===== src/rtl/core/aupl_pkg.sv =====
// Package for the adder unit pool: lane count, operation codes, the group
// of completions passed from front to back, and the adder function.
// No dependencies.
package aupl_pkg;

  // unit_index is two bits wide, so at most four units can ever be reached
  localparam int unsigned Lanes    = 4;
  localparam int unsigned IdxW     = 2;
  localparam int unsigned TagW     = 4;
  localparam int unsigned DataW    = 32;
  localparam int unsigned LatW     = 4;
  localparam logic [LatW-1:0] LatReset = 4'd2;

  typedef enum logic [1:0] {
    MODE_ADD  = 2'd0,
    MODE_ADDI = 2'd1,
    MODE_SUB  = 2'd2,
    MODE_ZERO = 2'd3
  } mode_e;

  // completions of one tick, one lane per unit, in ascending unit order
  typedef struct packed {
    logic [Lanes-1:0]            mask;
    logic [Lanes-1:0][TagW-1:0]  tag;
    logic [Lanes-1:0][DataW-1:0] value;
  } grp_t;

  function automatic logic [DataW-1:0] compute(input logic [1:0] mode,
                                               input logic [DataW-1:0] a,
                                               input logic [DataW-1:0] b);
    logic [DataW-1:0] res;
    res = '0;
    unique case (mode) inside
      MODE_ADD, MODE_ADDI: res = a + b;
      MODE_SUB:            res = a - b;
      default:             res = '0;
    endcase
    return res;
  endfunction

endpackage


===== src/rtl/core/adder_unit_pool_with_latency.sv =====
// Pool of adder units with a configurable latency, Tomasulo style.
// Each accepted input item is one processor tick: it may issue one add,
// addi, sub or zero task to a unit, and every busy unit advances its
// counter; a unit that reaches the configured latency completes. The front
// takes one item per cycle and puts each tick's completions as one group
// into a queue of QUEUE_DEPTH groups; the back sends results one per cycle
// in ascending unit order, the last of a tick marked by last_o. The front
// stalls only while the queue is full and the back only while the output
// stalls, so the sustained rate is one item per cycle while ticks average at
// most one completion each; the single output register sets the drain rate.
// Depends on aupl_pkg, aupl_front, aupl_fifo and aupl_back.
module adder_unit_pool_with_latency #(
  parameter int unsigned NUM_UNITS   = 4,
  parameter int unsigned QUEUE_DEPTH = 4
) (
  input  logic                              clk_i,
  input  logic                              rst_ni,
  input  logic                              in_valid_i,
  output logic                              in_stall_o,
  input  logic                              issue_valid_i,
  input  logic [1:0]                        unit_index_i,
  input  logic [1:0]                        mode_i,
  input  logic [3:0]                        tag_i,
  input  logic signed [31:0]                operand_a_i,
  input  logic signed [31:0]                operand_b_i,
  input  logic                              cfg_we_i,
  input  logic [3:0]                        cfg_wdata_i,
  output logic                              out_valid_o,
  input  logic                              out_stall_i,
  output logic [3:0]                        result_tag_o,
  output logic signed [31:0]                result_value_o,
  output logic                              last_o
);

  // units beyond the reach of unit_index never become busy
  localparam int unsigned NumLive =
    (NUM_UNITS < aupl_pkg::Lanes) ? NUM_UNITS : aupl_pkg::Lanes;

  logic           push, pop, empty, full;
  aupl_pkg::grp_t push_data, head;

  aupl_front #(
    .NUM_LIVE (NumLive)
  ) u_front (
    .clk_i         (clk_i),
    .rst_ni        (rst_ni),
    .in_valid_i    (in_valid_i),
    .in_stall_o    (in_stall_o),
    .issue_valid_i (issue_valid_i),
    .unit_index_i  (unit_index_i),
    .mode_i        (mode_i),
    .tag_i         (tag_i),
    .operand_a_i   (operand_a_i),
    .operand_b_i   (operand_b_i),
    .cfg_we_i      (cfg_we_i),
    .cfg_wdata_i   (cfg_wdata_i),
    .full_i        (full),
    .push_o        (push),
    .push_data_o   (push_data)
  );

  aupl_fifo #(
    .DEPTH (QUEUE_DEPTH)
  ) u_fifo (
    .clk_i       (clk_i),
    .rst_ni      (rst_ni),
    .push_i      (push),
    .push_data_i (push_data),
    .pop_i       (pop),
    .head_o      (head),
    .empty_o     (empty),
    .full_o      (full)
  );

  aupl_back u_back (
    .clk_i          (clk_i),
    .rst_ni         (rst_ni),
    .head_i         (head),
    .empty_i        (empty),
    .pop_o          (pop),
    .out_valid_o    (out_valid_o),
    .out_stall_i    (out_stall_i),
    .result_tag_o   (result_tag_o),
    .result_value_o (result_value_o),
    .last_o         (last_o)
  );

endmodule


===== src/rtl/core/aupl_front.sv =====
// Front of the adder unit pool: accepts ticks, issues tasks to units,
// advances the unit counters and collects each tick's completions.
// Depends on aupl_pkg.
module aupl_front #(
  parameter int unsigned NUM_LIVE = 4
) (
  input  logic                            clk_i,
  input  logic                            rst_ni,
  input  logic                            in_valid_i,
  output logic                            in_stall_o,
  input  logic                            issue_valid_i,
  input  logic [aupl_pkg::IdxW-1:0]       unit_index_i,
  input  logic [1:0]                      mode_i,
  input  logic [aupl_pkg::TagW-1:0]       tag_i,
  input  logic signed [aupl_pkg::DataW-1:0] operand_a_i,
  input  logic signed [aupl_pkg::DataW-1:0] operand_b_i,
  input  logic                            cfg_we_i,
  input  logic [aupl_pkg::LatW-1:0]       cfg_wdata_i,
  input  logic                            full_i,
  output logic                            push_o,
  output aupl_pkg::grp_t                  push_data_o
);

  logic                        accept;
  logic [aupl_pkg::LatW-1:0]   lat_q;
  logic [NUM_LIVE-1:0]         busy_q, busy_d;
  logic [aupl_pkg::LatW-1:0]   cnt_q [NUM_LIVE];
  logic [aupl_pkg::LatW-1:0]   cnt_d [NUM_LIVE];
  logic [aupl_pkg::TagW-1:0]   tag_q [NUM_LIVE];
  logic [aupl_pkg::DataW-1:0]  val_q [NUM_LIVE];
  logic [NUM_LIVE-1:0]         hit;
  logic [aupl_pkg::DataW-1:0]  new_val;

  assign in_stall_o = full_i;
  assign accept     = in_valid_i & ~full_i;
  assign new_val    = aupl_pkg::compute(mode_i, operand_a_i, operand_b_i);

  always_comb begin
    logic                      busy_n;
    logic [aupl_pkg::LatW-1:0] cnt_inc;
    logic                      done;
    push_data_o = '0;
    for (int i = 0; i < NUM_LIVE; i++) begin
      hit[i]   = issue_valid_i && (unit_index_i == aupl_pkg::IdxW'(i));
      busy_n   = busy_q[i] | hit[i];
      cnt_inc  = cnt_q[i] + 1'b1;
      done     = busy_n && (cnt_inc == lat_q);
      busy_d[i] = busy_n & ~done;
      cnt_d[i]  = busy_n ? (done ? '0 : cnt_inc) : cnt_q[i];
      push_data_o.mask[i]  = done;
      push_data_o.tag[i]   = hit[i] ? tag_i : tag_q[i];
      push_data_o.value[i] = hit[i] ? new_val : val_q[i];
    end
  end

  assign push_o = accept & (|push_data_o.mask);

  always_ff @(posedge clk_i or negedge rst_ni) begin
    if (!rst_ni) begin
      lat_q  <= aupl_pkg::LatReset;
      busy_q <= '0;
      for (int i = 0; i < NUM_LIVE; i++) cnt_q[i] <= '0;
    end else begin
      if (cfg_we_i) lat_q <= cfg_wdata_i;
      if (accept) begin
        busy_q <= busy_d;
        for (int i = 0; i < NUM_LIVE; i++) cnt_q[i] <= cnt_d[i];
      end
    end
  end

  // tag and result of a unit: overwrite on issue, counter untouched
  always_ff @(posedge clk_i) begin
    for (int i = 0; i < NUM_LIVE; i++) begin
      if (accept && hit[i]) begin
        tag_q[i] <= tag_i;
        val_q[i] <= new_val;
      end
    end
  end

endmodule


===== src/rtl/core/aupl_fifo.sv =====
// Short queue of completion groups between front and back.
// Depends on aupl_pkg.
module aupl_fifo #(
  parameter int unsigned DEPTH = 4
) (
  input  logic           clk_i,
  input  logic           rst_ni,
  input  logic           push_i,
  input  aupl_pkg::grp_t push_data_i,
  input  logic           pop_i,
  output aupl_pkg::grp_t head_o,
  output logic           empty_o,
  output logic           full_o
);

  localparam int unsigned AW = (DEPTH > 1) ? $clog2(DEPTH) : 1;
  localparam int unsigned CW = $clog2(DEPTH + 1);

  aupl_pkg::grp_t mem_q [DEPTH];
  logic [AW-1:0]  wr_q, rd_q;
  logic [CW-1:0]  cnt_q;
  logic           do_push, do_pop;

  assign empty_o = (cnt_q == '0);
  assign full_o  = (cnt_q == CW'(DEPTH));
  assign do_push = push_i & ~full_o;
  assign do_pop  = pop_i & ~empty_o;
  assign head_o  = mem_q[rd_q];

  function automatic logic [AW-1:0] nxt(input logic [AW-1:0] p);
    return (p == AW'(DEPTH - 1)) ? '0 : p + 1'b1;
  endfunction

  always_ff @(posedge clk_i or negedge rst_ni) begin
    if (!rst_ni) begin
      wr_q  <= '0;
      rd_q  <= '0;
      cnt_q <= '0;
    end else begin
      if (do_push) wr_q <= nxt(wr_q);
      if (do_pop)  rd_q <= nxt(rd_q);
      if (do_push && !do_pop)      cnt_q <= cnt_q + 1'b1;
      else if (do_pop && !do_push) cnt_q <= cnt_q - 1'b1;
    end
  end

  always_ff @(posedge clk_i) begin
    if (do_push) mem_q[wr_q] <= push_data_i;
  end

endmodule


===== src/rtl/core/aupl_back.sv =====
// Back of the adder unit pool: takes completion groups from the queue and
// sends them out one result a cycle unless the output stalls, lowest unit
// first, marking the last. Depends on aupl_pkg.
module aupl_back (
  input  logic                              clk_i,
  input  logic                              rst_ni,
  input  aupl_pkg::grp_t                    head_i,
  input  logic                              empty_i,
  output logic                              pop_o,
  output logic                              out_valid_o,
  input  logic                              out_stall_i,
  output logic [aupl_pkg::TagW-1:0]         result_tag_o,
  output logic signed [aupl_pkg::DataW-1:0] result_value_o,
  output logic                              last_o
);

  aupl_pkg::grp_t                grp_q;
  logic [aupl_pkg::Lanes-1:0]    rem_q, rem_d;
  logic [aupl_pkg::Lanes-1:0]    pick;
  logic [aupl_pkg::IdxW-1:0]     sel;
  logic [aupl_pkg::Lanes-1:0]    rem_left;
  logic                          out_load;
  logic                          emit;
  logic                          load_grp;
  logic                          out_valid_q;
  logic [aupl_pkg::TagW-1:0]     tag_q;
  logic [aupl_pkg::DataW-1:0]    val_q;
  logic                          last_q;

  // lowest pending unit
  always_comb begin
    sel  = '0;
    pick = '0;
    for (int i = aupl_pkg::Lanes - 1; i >= 0; i--) begin
      if (rem_q[i]) begin
        sel  = aupl_pkg::IdxW'(i);
        pick = aupl_pkg::Lanes'(1) << i;
      end
    end
  end

  assign out_load = ~out_valid_q | ~out_stall_i;
  assign emit     = out_load & (|rem_q);
  assign rem_left = rem_q & ~pick;

  always_comb begin
    rem_d    = rem_q;
    load_grp = 1'b0;
    if (emit) rem_d = rem_left;
    // refill as soon as the current group is used up
    if (((rem_q == '0) || (emit && rem_left == '0)) && !empty_i) begin
      load_grp = 1'b1;
      rem_d    = head_i.mask;
    end
  end

  assign pop_o = load_grp;

  always_ff @(posedge clk_i or negedge rst_ni) begin
    if (!rst_ni) begin
      rem_q       <= '0;
      out_valid_q <= 1'b0;
    end else begin
      rem_q <= rem_d;
      if (out_load) out_valid_q <= emit;
    end
  end

  always_ff @(posedge clk_i) begin
    if (load_grp) grp_q <= head_i;
    if (emit) begin
      tag_q  <= grp_q.tag[sel];
      val_q  <= grp_q.value[sel];
      last_q <= (rem_left == '0);
    end
  end

  assign out_valid_o    = out_valid_q;
  assign result_tag_o   = tag_q;
  assign result_value_o = val_q;
  assign last_o         = last_q;

endmodule


===== config.mk =====
export PLATFORM = sky130hd
export DESIGN_NAME = adder_unit_pool_with_latency
export DESIGN_NICKNAME = d
export VERILOG_FILES = /design/src/rtl/core/aupl_pkg.sv /design/src/rtl/core/adder_unit_pool_with_latency.sv /design/src/rtl/core/aupl_front.sv /design/src/rtl/core/aupl_fifo.sv /design/src/rtl/core/aupl_back.sv
export SDC_FILE = /design/constraint.sdc
export NUM_CORES = 1
export LEC_CHECK = 0
export ABC_AREA = 1
export BUFFER_PORTS_ARGS = -buffer_cell sky130_fd_sc_hd__buf_2
export CAP_MARGIN = 25
export CORE_UTILIZATION = 55
export CTS_BUF_LIST = sky130_fd_sc_hd__clkbuf_16
export DETAILED_ROUTE_END_ITERATION = 8
export PLACE_DENSITY = 0.72
export SLEW_MARGIN = 40
export SYNTH_ARGS = -nofsm -noshare
export SYNTH_HDL_FRONTEND = slang
export SYNTH_SLANG_ARGS = --single-unit

===== constraint.sdc =====
create_clock -name clk_i -period 13.9 [get_ports clk_i]
set_input_delay 1.39 -clock clk_i [delete_from_list [all_inputs] [get_ports clk_i]]
set_output_delay 1.39 -clock clk_i [all_outputs]
set_load 0.03 [all_outputs]

==> results.yml, run 1 <==
status:
  outcome: "complete, no violations"
critical_path:
  worst-setup-path-type: "primary input to flop"
  cp_common_cell: "inv_1"
  cp_slowest_cell: "o21ai_0"
  cp_cell_sequence: "buf_2, inv_1, nor2_1, inv_1, o21ai_0, xor2_1, inv_1, ha_1, nand2_1, nor2_1, nand3_1, nand3_2, or2_0, nand3_1, o21ai_0"
  cp.required_ns: 14.27
  path_max_fanout: 25
  max_stage_delay_ns: 0.61
  critical_path.endpoint_type: "flop"
  cp-start-kind: "primary input"
  crit_arrival_ns: 5.11
sta:
  hold_viol_final: 0
  drv_slew: 0
  fin_skew_ns: 0.02847
  slew_headroom: 0.3985
  fmax_mhz: 210.9
  setup_tns_ns: 0
  fin_crit_ns: 4.741
  rsz0062_at_grt: "no"
  min_period_over_period: 0.3411
  tightest_slew_ns: 0.8995
  setup_violations: 0
global_route:
  grt_pass1_vias: 24790
  grt_max_degree: 121
  grt.total_usage: 0.2478
  grt_remaining_overflow: 0
  antenna_found_initial: 1
  grt_pass1_wl_um: 139700
clock_tree:
  cts_hold_buf: 0
  clockBufferDepth: 3
  clk_pin_slew_ns: 0.06
  ctsResizeCount: 0
  postCtsSetupRepairBufs: 0
  cts_num_sinks: 953
  htree_levels: 3
  cts-buffers-inserted: 93
  cts_tree: "yes"
  clk_root_buffer_cell: "clkbuf_16"
  clock_latency_ns: 0.65
synth:
  yosysTopAreaCell: "edfxtp_1"
  ys_seq_area_frac: 0.7103
  ys_async_sr_fraction: 0.03778
  yosysMostFrequentCell: "edfxtp_1"
  yosys.cell_types.count: 52
  synth_edf_count: 917
  ys.warnings.count: 0
  synth.cells.most_frequent: "917 x edfxtp_1, 593 x nand2_1, 518 x nor2_1, 388 x o21ai_0, 208 x inv_1"
  synth_ff_type: "edfxtp_1"
  synthCells: 3393
  synth_area_leaders: "edfxtp_1 69%, nand2_1 5.6%, nor2_1 4.9%"
  synth_seq_cells: 953
  synth_top_area_share: 0.6878
  syn_nets: 3519
  syn_avg_cell_area_sq_um: 11.80
  synth_area_sq_mm: 0.04003
place:
  port_buffers: 120
  gp_congestion: 0.8915
  place_inst: 4340
  placedInstanceArea_sq_mm: 0.04167
  hpwl_um: 51270
die:
  fp.dieH_um: 271.8
  die_w_um: 271.8
  start_util: 0.5581
  die_area_sq_mm: 0.07387
  fp.coreArea_sq_mm: 0.07173
  ios: 121
  num_rows: 98
cells_and_area:
  postLayoutCellArea_sq_mm: 0.04480
  fin_util: 0.6246
  final_layout_size_suffix_gt1_frac: 0.1042
  area_growth_pct: 11.91
  fin_nets: 3614
  fin_cells: 4510
  fill_cells: 5370
  antenna_cells: 0
power:
  powerDensity_mw_per_mm2: 205.9
  irDropWorstVdd_v: 0.0002390
  power_mw: 9.225
  p_leak_nw: 16.63
drt:
  wirelength_um: 91040
  initialDrtViolationCount: 2572
  route.vias.total: 25840
  wl_per_cell_um: 20.19
  post-route-drc-count: 0
  firstDrtPassIters: 5
  ant_nets: 0
  viasPerCell: 5.729
worst_hold_path:
  min_path_type: "flop to flop"
run:
  maxCapViolations: 0
[worst max-delay path: cells and delay by family]
| kind | cells | cell delay, ns |
|---|---|---|
| fa+ha+maj | 1 | 0.35 |
| buf+inv | 4 | 0.74 |
| xor+xnor | 1 | 0.16 |
| compound gates | 2 | 0.85 |
| simple gates | 7 | 1.60 |
[stage by stage]
step | hold WS, ns | setup WS [ns]
6_report | 0.5286 | 9.159
5_1_grt | 0.5694 | 8.875
4_1_cts | 0.5370 | 8.931
3_5_place_dp | 0.5230 | 8.246
3_3_place_gp | 0.5000 | 7.769
2_1_floorplan | 0.4786 | 4.903
[cell type report]
type	instances	area (sq um)	share of cell area
inverters	224	858.3	0.01916
clock inverters	72	685.7	0.01530
multi-input cells	2057	10200	0.2277
well taps	950	1189	0.02653
flip-flops and latches	953	28450	0.6349
repair buffers	159	1045	0.02332
clock buffers	95	2377	0.05306
[path summary, 6_finish.rpt]
| path | startpoint | to | slack [ns] | cells after the start |
|---|---|---|---|---|
| min in group asynchronous | rst_ni | u_front.lat_q[0]$_DFFE_PN0P_ | 0.71 | 1 |
| setup reg to reg | u_front.cnt_q[4]$_DFFE_PN0P_ | u_fifo.mem_q[1][127]$_DFFE_PP_ | 10.10 | 13 |
| max in group asynchronous | rst_ni | u_fifo.rd_q[0]$_DFFE_PN0P_ | 12.82 | 1 |
| hold reg to reg | u_front.cnt_q[13]$_DFFE_PN0P_ | u_front.cnt_q[13]$_DFFE_PN0P_ | 0.53 | 2 |
| hold / removal | u_front.cnt_q[13]$_DFFE_PN0P_ | u_front.cnt_q[13]$_DFFE_PN0P_ | 0.53 | 2 |
| setup / recovery | mode_i[1] | u_fifo.mem_q[3][12]$_DFFE_PP_ | 9.16 | 15 |
[state kept, by name (all words and copies together), names as in the netlist]
register	flops
u_front.tag_q	16
u_back.last_o	1
u_fifo.rd_q	2
u_back.out_valid_o	1
u_fifo.mem_q	592
u_back.result_value_o	32
u_back.result_tag_o	4
u_front.busy_q	4
u_back.rem_q	4
u_front.lat_q	4
u_fifo.wr_q	2
u_front.val_q	128
u_front.cnt_q	16
u_back.grp_q	144
u_fifo.cnt_q	3
[placed cells by master, fill, tap and decap left out, types with 13 or more instances in the layout]
cell type / n
xor2_1: 41
inv_2: 15
clkbuf_16: 95
inv_1: 218
edfxtp_1: 917
clkinv_1: 26
buf_2: 119
nand4_1: 47
dfrtp_1: 33
a21oi_1: 26
ha_1: 42
nand3_1: 54
nand2_1: 592
o21ai_0: 388
buf_4: 26
nor2_1: 510
o22ai_1: 151
o21ai_1: 56
o32ai_1: 36
bufinv_16: 13
[per-layer routing]
| metal | track usage | wire, um | up-vias |
|---|---|---|---|
| met5 | 0 | 13 | - |
| met4 | 0.08560 | 2446 | 2 |
| met2 | 0.4117 | 43580 | 1022 |
| met3 | 0.03529 | 6831 | 151 |
| li1 | - | - | 12220 |
| met1 | 0.3367 | 38170 | 12440 |
[power breakdown]
| group | total [mW] | switching, mW | internal [mW] |
|---|---|---|---|
| clock network | 2.51 | 1.03 | 1.48 |
| registers | 4.12 | 0.178 | 3.94 |
| logic | 2.59 | 1.91 | 0.681 |
[kinds of logic after synthesis]
kind of cell               Yosys count  synth area share
AOI/OAI and AO/OA                  681           0.09529
xor gates and xnor gates            50           0.01094
adders and majority gates           44           0.01413
muxes                                2         0.0005625
DFF                                953            0.7103
buffers and inverters              383           0.03728
and+or+nand+nor                   1280            0.1314
Power figures use the tool's default switching activity.
==> inputs of run 2 (changes only) <==
==> constraint.sdc (replaced) <==
create_clock -name clk_i -period 4.5 [get_ports clk_i]
set_input_delay 0.45 -clock clk_i [delete_from_list [all_inputs] [get_ports clk_i]]
set_output_delay 0.45 -clock clk_i [all_outputs]
set_load 0.03 [all_outputs]
==> run 2 against run 1 <==
Against the previous run: final cell count rose by 0.82%; clock skew up 0.0095 ns; non-clock buffer count up 31; sequential cell count did not move; critical path type is now flop to flop; critical endpoint is now u_fifo.cnt_q[1]$_DFFE_PN0P_; routed wire length rose by 1.2%.
==> results.yml, run 2 (synthesized netlist as in run 1, its figures left out) <==
status:
  outcome: "complete, no violations"
critical_path:
  worst-setup-path-type: "flop to flop"
  cp-start-kind: "flop"
  crit_arrival_ns: 3.77
  critPathTopFamily: "simple AND/OR/NAND/NOR gates"
  cp.required_ns: 5.05
  worst-path-buf-inv: 3
  r2r_end: "u_fifo.cnt_q[1]$_DFFE_PN0P_"
  cp_common_cell: "inv_1"
  cp_slowest_cell: "o21ai_2"
  critical_path.endpoint_type: "flop"
  r2r_slack_ns: 1.28
  reg2reg_from: "u_fifo.cnt_q[0]$_DFFE_PN0P_"
  max_stage_delay_ns: 0.55
  reg2regPathDepth: 9
  cp_cell_sequence: "or2_1, o21ai_2, inv_1, nand2_2, inv_1, ha_1, inv_1, fa_1, mux2_2"
  path_max_fanout: 11
die:
  die_w_um: 271.8
  start_util: 0.5581
  fp.coreArea_sq_mm: 0.07173
  ios: 121
  fp.dieH_um: 271.8
  die_area_sq_mm: 0.07387
  num_rows: 98
power:
  power_frac_clock: 0.256
  comb_power_share: 0.290
  internal-power_mw: 18.32
  p_leak_nw: 16.73
  powerDensity_mw_per_mm2: 622.8
  power_switching_mw: 9.696
  p_sw_frac: 0.3460
  seqPwrFrac: 0.454
  irDropWorstVdd_v: 0.0005100
sta:
  fmax_mhz: 310.4
  fin_crit_ns: 3.222
  setup_violations: 0
  rsz0062_at_grt: "no"
  drv_slew: 0
  setup_ws_ns: 1.278
  min_period_over_period: 0.7160
  fin_skew_ns: 0.03801
  slew_headroom: 0.4123
  hold_viol_final: 0
  tightest_slew_ns: 0.8794
global_route:
  grt.total_usage: 0.2494
  grt_pass1_vias: 24780
  grt_pass1_wl_um: 141400
  antenna_found_initial: 2
  grt_max_degree: 177
  grt_remaining_overflow: 0
clock_tree:
  ctsResizeCount: 0
  clock_latency_ns: 0.66
  cts_num_sinks: 953
  clk_root_buffer_cell: "clkbuf_16"
  clockBufferDepth: 3
  clk_pin_slew_ns: 0.06
  cts_tree: "yes"
  htree_levels: 3
  cts-buffers-inserted: 93
cells_and_area:
  largest_reg_flops: 592
  fin_util: 0.6273
  layout_common_cells: "917 x edfxtp_1, 592 x nand2_1, 510 x nor2_1"
  layout_commonest_cell: "edfxtp_1"
  top_register: "u_fifo.mem_q"
  reg_top3: "u_fifo.mem_q (592), u_back.grp_q (144), u_front.val_q (128)"
  fin_nets: 3645
  area_growth_pct: 12.39
  antenna_cells: 0
  final_layout_size_suffix_gt1_frac: 0.1093
  postLayoutCellArea_sq_mm: 0.04499
worst_hold_path:
  min_path_type: "primary input to flop"
  holdPathStages: 2
  holdCritStartpoint: "cfg_we_i"
  whs_endpoint: "u_front.lat_q[1]$_DFFE_PN1P_"
drt:
  route.vias.total: 26070
  post-route-drc-count: 0
  wirelength_um: 92170
  ant_nets: 0
  initialDrtViolationCount: 2448
  firstDrtPassIters: 6
  wl_per_cell_um: 20.27
  viasPerCell: 5.732
place:
  placedInstanceArea_sq_mm: 0.04210
  hpwl_um: 54880
  port_buffers: 120
  place_ws_ns: 0.7166
  gp_congestion: 0.9246
run:
  maxCapViolations: 0
run 2: cell count changes in the layout (fill, tap and decap cells not counted), moves of 4 or more:
cell           previous run  this run
clkinv_1                 26        30
bufinv_16                13         2
clkinv_2                 11        17
inv_1                   218       224
buf_4                    26        40
dlygate4sd3_1             0         5
buf_12                    5        23
run 2: stage by stage:
stage | TNS (ns) | power [mW] | hold WS (ns) | cells
after floorplan | -718.51 | 18.27 | 0.1544 | 3393
after global routing | 0 | 29.40 | 0.04023 | 4547
final | 0 | 28.02 | 0.03809 | 4547
after global placement | 0 | 20.83 | 0.5010 | 4368
after CTS | 0 | 28.17 | 0.01062 | 4547
after detailed placement | 0 | 21.05 | 0.4440 | 4369
run 2: repair_timing:
item | 4_1_cts | 5_1_grt
setup buffers | 0 | 0
hold buffers | 5 | 0
hold endpoints to repair | 39 | 0
run 2: cell type report:
class	count	area (sq um)
clock buffer	94	2352
clock inverter	79	483.0
fill	5367	26740
inverter	224	860.8
multi-input combinational	2057	10220
sequential	953	28450
tap	950	1189
timing repair buffer	190	1440
run 2: layer usage:
metal	wire length, um	share of wire	global-route usage	vias to the layer above
li1	-	-	-	12290
met1	37970	0.41	0.3383	12560
met2	44920	0.49	0.4237	1058
met3	7200	0.078	0.03176	165
met4	2076	0.023	0.07229	0
met5	0	0	0	-
run 2: power by group through the flow:
stage / Sequential [mW] / Combinational (mW) / Clock, mW
2_1_floorplan: 13.2 / 5.05 / 0
3_3_place_gp: 12.8 / 7.99 / 0
6_report: 12.7 / 8.13 / 7.17
5_1_grt: 12.9 / 8.95 / 7.59
3_5_place_dp: 12.9 / 8.16 / 0
4_1_cts: 12.7 / 8.20 / 7.25
run 2: worst max path at each step:
stage / start / to / slack, ns / cells after the start
6_report: u_fifo.cnt_q[0]$_DFFE_PN0P_ / u_fifo.cnt_q[1]$_DFFE_PN0P_ / 1.28 / 9
5_1_grt: operand_b_i[1] / u_fifo.mem_q[0][50]$_DFFE_PP_ / 0.96 / 18
4_1_cts: u_fifo.cnt_q[0]$_DFFE_PN0P_ / u_fifo.cnt_q[1]$_DFFE_PN0P_ / 1.28 / 9
3_5_place_dp: operand_b_i[1] / u_fifo.mem_q[3][50]$_DFFE_PP_ / 0.72 / 18
3_3_place_gp: operand_b_i[1] / u_fifo.mem_q[3][50]$_DFFE_PP_ / 0.83 / 18
2_1_floorplan: u_front.cnt_q[0]$_DFFE_PN0P_ / u_fifo.mem_q[0][0]$_DFFE_PP_ / -1.21 / 11
==> inputs of run 3 (changes only) <==
--- a/config.mk
+++ b/config.mk
@@ -11,7 +11,7 @@
 export CORE_UTILIZATION = 55
 export CTS_BUF_LIST = sky130_fd_sc_hd__clkbuf_16
 export DETAILED_ROUTE_END_ITERATION = 8
-export PLACE_DENSITY = 0.72
+export PLACE_DENSITY = 0.75
 export SLEW_MARGIN = 40
 export SYNTH_ARGS = -nofsm -noshare
 export SYNTH_HDL_FRONTEND = slang
==> constraint.sdc (replaced) <==
create_clock -name clk_i -period 2.6 [get_ports clk_i]
set_input_delay 0.26 -clock clk_i [delete_from_list [all_inputs] [get_ports clk_i]]
set_output_delay 0.26 -clock clk_i [all_outputs]
set_load 0.03 [all_outputs]
==> run 3 against run 2 <==
Against the previous run: the run now ends with setup timing left; final area rose by 9.8%; power rose by 86%; clock skew fell by 0.0035 ns; non-clock buffer count rose by 296; first-iteration DRC count rose by 30%; setup slack got worse by 1.4 ns; critical endpoint is now u_fifo.mem_q[1][134]$_DFFE_PP_; routed wire length rose by 18%; count of clock-buffer cells in the layout fell by 2; sequential share of layout area fell by 5.6 points; clock power rose by 80%; die area did not move; critical path depth rose by 6.
==> results.yml, run 3 (synthesized netlist as in run 1, its figures left out) <==
sta:
  setup_violations: 475
  hold_viol_final: 0
  drv_slew: 0
  min_period_over_period: 1.046
  slew_headroom: 0.4386
  fin_skew_ns: 0.03453
  setup_ws_ns: -0.1204
  rsz0062_at_grt: "yes"
  tightest_slew_ns: 0.8422
  fmax_mhz: 367.6
  fin_crit_ns: 2.720
drt:
  post-route-drc-count: 0
  top_layer_used: "met4"
  viasPerCell: 5.863
  route.vias.total: 28370
  wl_met1_um: 40510
  wl_per_cell_um: 22.39
  initialDrtViolationCount: 3190
  firstDrtPassIters: 6
  route.met2.wl_um: 52660
  wirelength_um: 108300
  ant_nets: 0
  wl_met3_um: 11210
clock_tree:
  clock_latency_ns: 0.68
  cts-buffers-inserted: 92
  clk_pin_slew_ns: 0.07
  cts_tree: "yes"
  htree_levels: 3
  cts_num_sinks: 953
  clk_root_buffer_cell: "clkbuf_16"
  clockBufferDepth: 3
cells_and_area:
  reg_top3: "u_fifo.mem_q (592), u_back.grp_q (144), u_front.val_q (128)"
  final_layout_size_suffix_gt1_frac: 0.2127
  top_register: "u_fifo.mem_q"
  fill_cells: 4757
  largest_reg_flops: 592
  layout_commonest_cell: "edfxtp_1"
  area_growth_pct: 23.35
  fin_nets: 3940
  antenna_cells: 0
  postLayoutCellArea_sq_mm: 0.04938
  layout_common_cells: "917 x edfxtp_1, 547 x nand2_1, 484 x nor2_1"
  fin_cells: 4838
status:
  outcome: "finished with violations"
  violations: "setup timing"
die:
  ios: 121
  die_area_sq_mm: 0.07387
  fp.coreArea_sq_mm: 0.07173
  start_util: 0.5581
  num_rows: 98
  fp.dieH_um: 271.8
  die_w_um: 271.8
power:
  powerDensity_mw_per_mm2: 1054
  seqPwrFrac: 0.424
  p_sw_frac: 0.3518
  power_switching_mw: 18.31
  comb_power_share: 0.329
  power_mw: 52.05
  p_leak_nw: 18.74
  power_frac_clock: 0.247
  internal-power_mw: 33.74
  irDropWorstVdd_v: 0.0008818
global_route:
  grt_remaining_overflow: 0
  grt_pass1_vias: 26630
  grt_pass1_wl_um: 149200
  grt.total_usage: 0.2648
  antenna_found_initial: 0
  grt_max_degree: 115
critical_path:
  critPathTopFamily: "buffers and inverters"
  cp-start-kind: "flop"
  cp_cell_sequence: "nand3_1, xor2_1, nand2_1, nand2_1, nand3_2, buf_6, nand2_2, inv_2, nand2_4, nand2_4, buf_8, nor2_4, buf_6, buf_12, clkbuf_16"
  crit_arrival_ns: 3.08
  worst-path-buf-inv: 6
  critical_path.endpoint_type: "flop"
  worst-setup-path-type: "flop to flop"
  path_max_fanout: 7
  cp_slowest_cell: "dfrtp_1"
  max_stage_delay_ns: 0.44
  cp.required_ns: 2.96
place:
  gp_congestion: 0.9369
  place_ws_ns: -0.6284
  placedInstanceArea_sq_mm: 0.04427
  place_inst: 4581
  hpwl_um: 58090
  port_buffers: 120
run:
  maxCapViolations: 0
worst_hold_path:
  min_path_type: "primary input to asynchronous set/reset pin"
[run 3: changes by cell type in the layout (fill, tap and decap cells not counted), moves of 13 or more]
cell	previous run	this run
buf_4	40	232
nand2_1	592	547
nand2_2	6	46
clkbuf_16	94	130
buf_12	23	49
nor2_1	510	484
nand3_1	54	34
nand3_2	5	23
nor2_4	11	27
buf_16	0	13
[run 3: area by class of cell]
class | instances | area [sq um] | share of cell area
Tap cell | 950 | 1189 | 0.02407
Inverter | 224 | 863.3 | 0.01748
Multi-Input combinational cell | 2057 | 10980 | 0.2223
Clock buffer | 92 | 2302 | 0.04662
Timing Repair Buffer | 486 | 5024 | 0.1017
Sequential cell | 953 | 28450 | 0.5760
Clock inverter | 76 | 579.3 | 0.01173
[run 3: what timing repair did]
action	CTS	global route
gates cloned	1	43
setup buffers	8	22
hold buffers	17	0
resized for setup	13	186
pin swaps	1	46
endpoints found under the hold margin	56	0
setup endpoints to repair	570	956
[run 3: final timing paths]
kind                       slack [ns]                           from                             end  depth (start not counted)
min reg2reg                      0.53    u_fifo.cnt_q[0]$_DFFE_PN0P_     u_fifo.cnt_q[0]$_DFFE_PN0P_                          1
min                              0.05                         rst_ni      u_fifo.wr_q[1]$_DFFE_PN0P_                          2
max in group asynchronous        1.75                         rst_ni    u_front.lat_q[1]$_DFFE_PN1P_                          3
max reg2reg                     -0.12  u_front.cnt_q[14]$_DFFE_PN0P_  u_fifo.mem_q[1][134]$_DFFE_PP_                         15
max                             -0.12  u_front.cnt_q[14]$_DFFE_PN0P_  u_fifo.mem_q[1][134]$_DFFE_PP_                         15
min in group clk_i               0.26                unit_index_i[1]    u_front.cnt_q[0]$_DFFE_PN0P_                          6
[run 3: worst reg2reg max path: stages, from the launching register on]
cell	delay, ns
dfrtp_1	0.44
nand3_1	0.18
xor2_1	0.24
nand2_1	0.09
nand2_1	0.11
nand3_2	0.11
buf_6	0.15
nand2_2	0.06
inv_2	0.05
nand2_4	0.08
nand2_4	0.08
buf_8	0.17
nor2_4	0.15
buf_6	0.17
buf_12	0.19
clkbuf_16	0.19
[run 3: layer usage]
metal  global-route usage  vias up
met2               0.4472     1648
li1                     -    12890
met5                    0        -
met3              0.03733      253
met4              0.08530        0
met1               0.3556    13580
[run 3: metrics by stage]
step	hold slack, ns	util	TNS [ns]
CTS	0.03062	0.6621	-1.319
finish	0.04816	0.6885	-26.37
detailed placement	0.1967	0.6171	-283.25
global placement	0.1964	0.6171	-230.21
floorplan	-0.03559	-	-818.71
global route	0.07498	0.6885	-75.37
[run 3: power by group through the flow]
stage	clock network, mW	registers [mW]	logic (mW)
floorplan	0	22.7	8.90
global route	13.5	22.3	18.4
CTS	12.9	22.0	15.9
global placement	0	22.2	15.1
finish	12.9	22.1	17.1
detailed placement	0	22.3	15.6
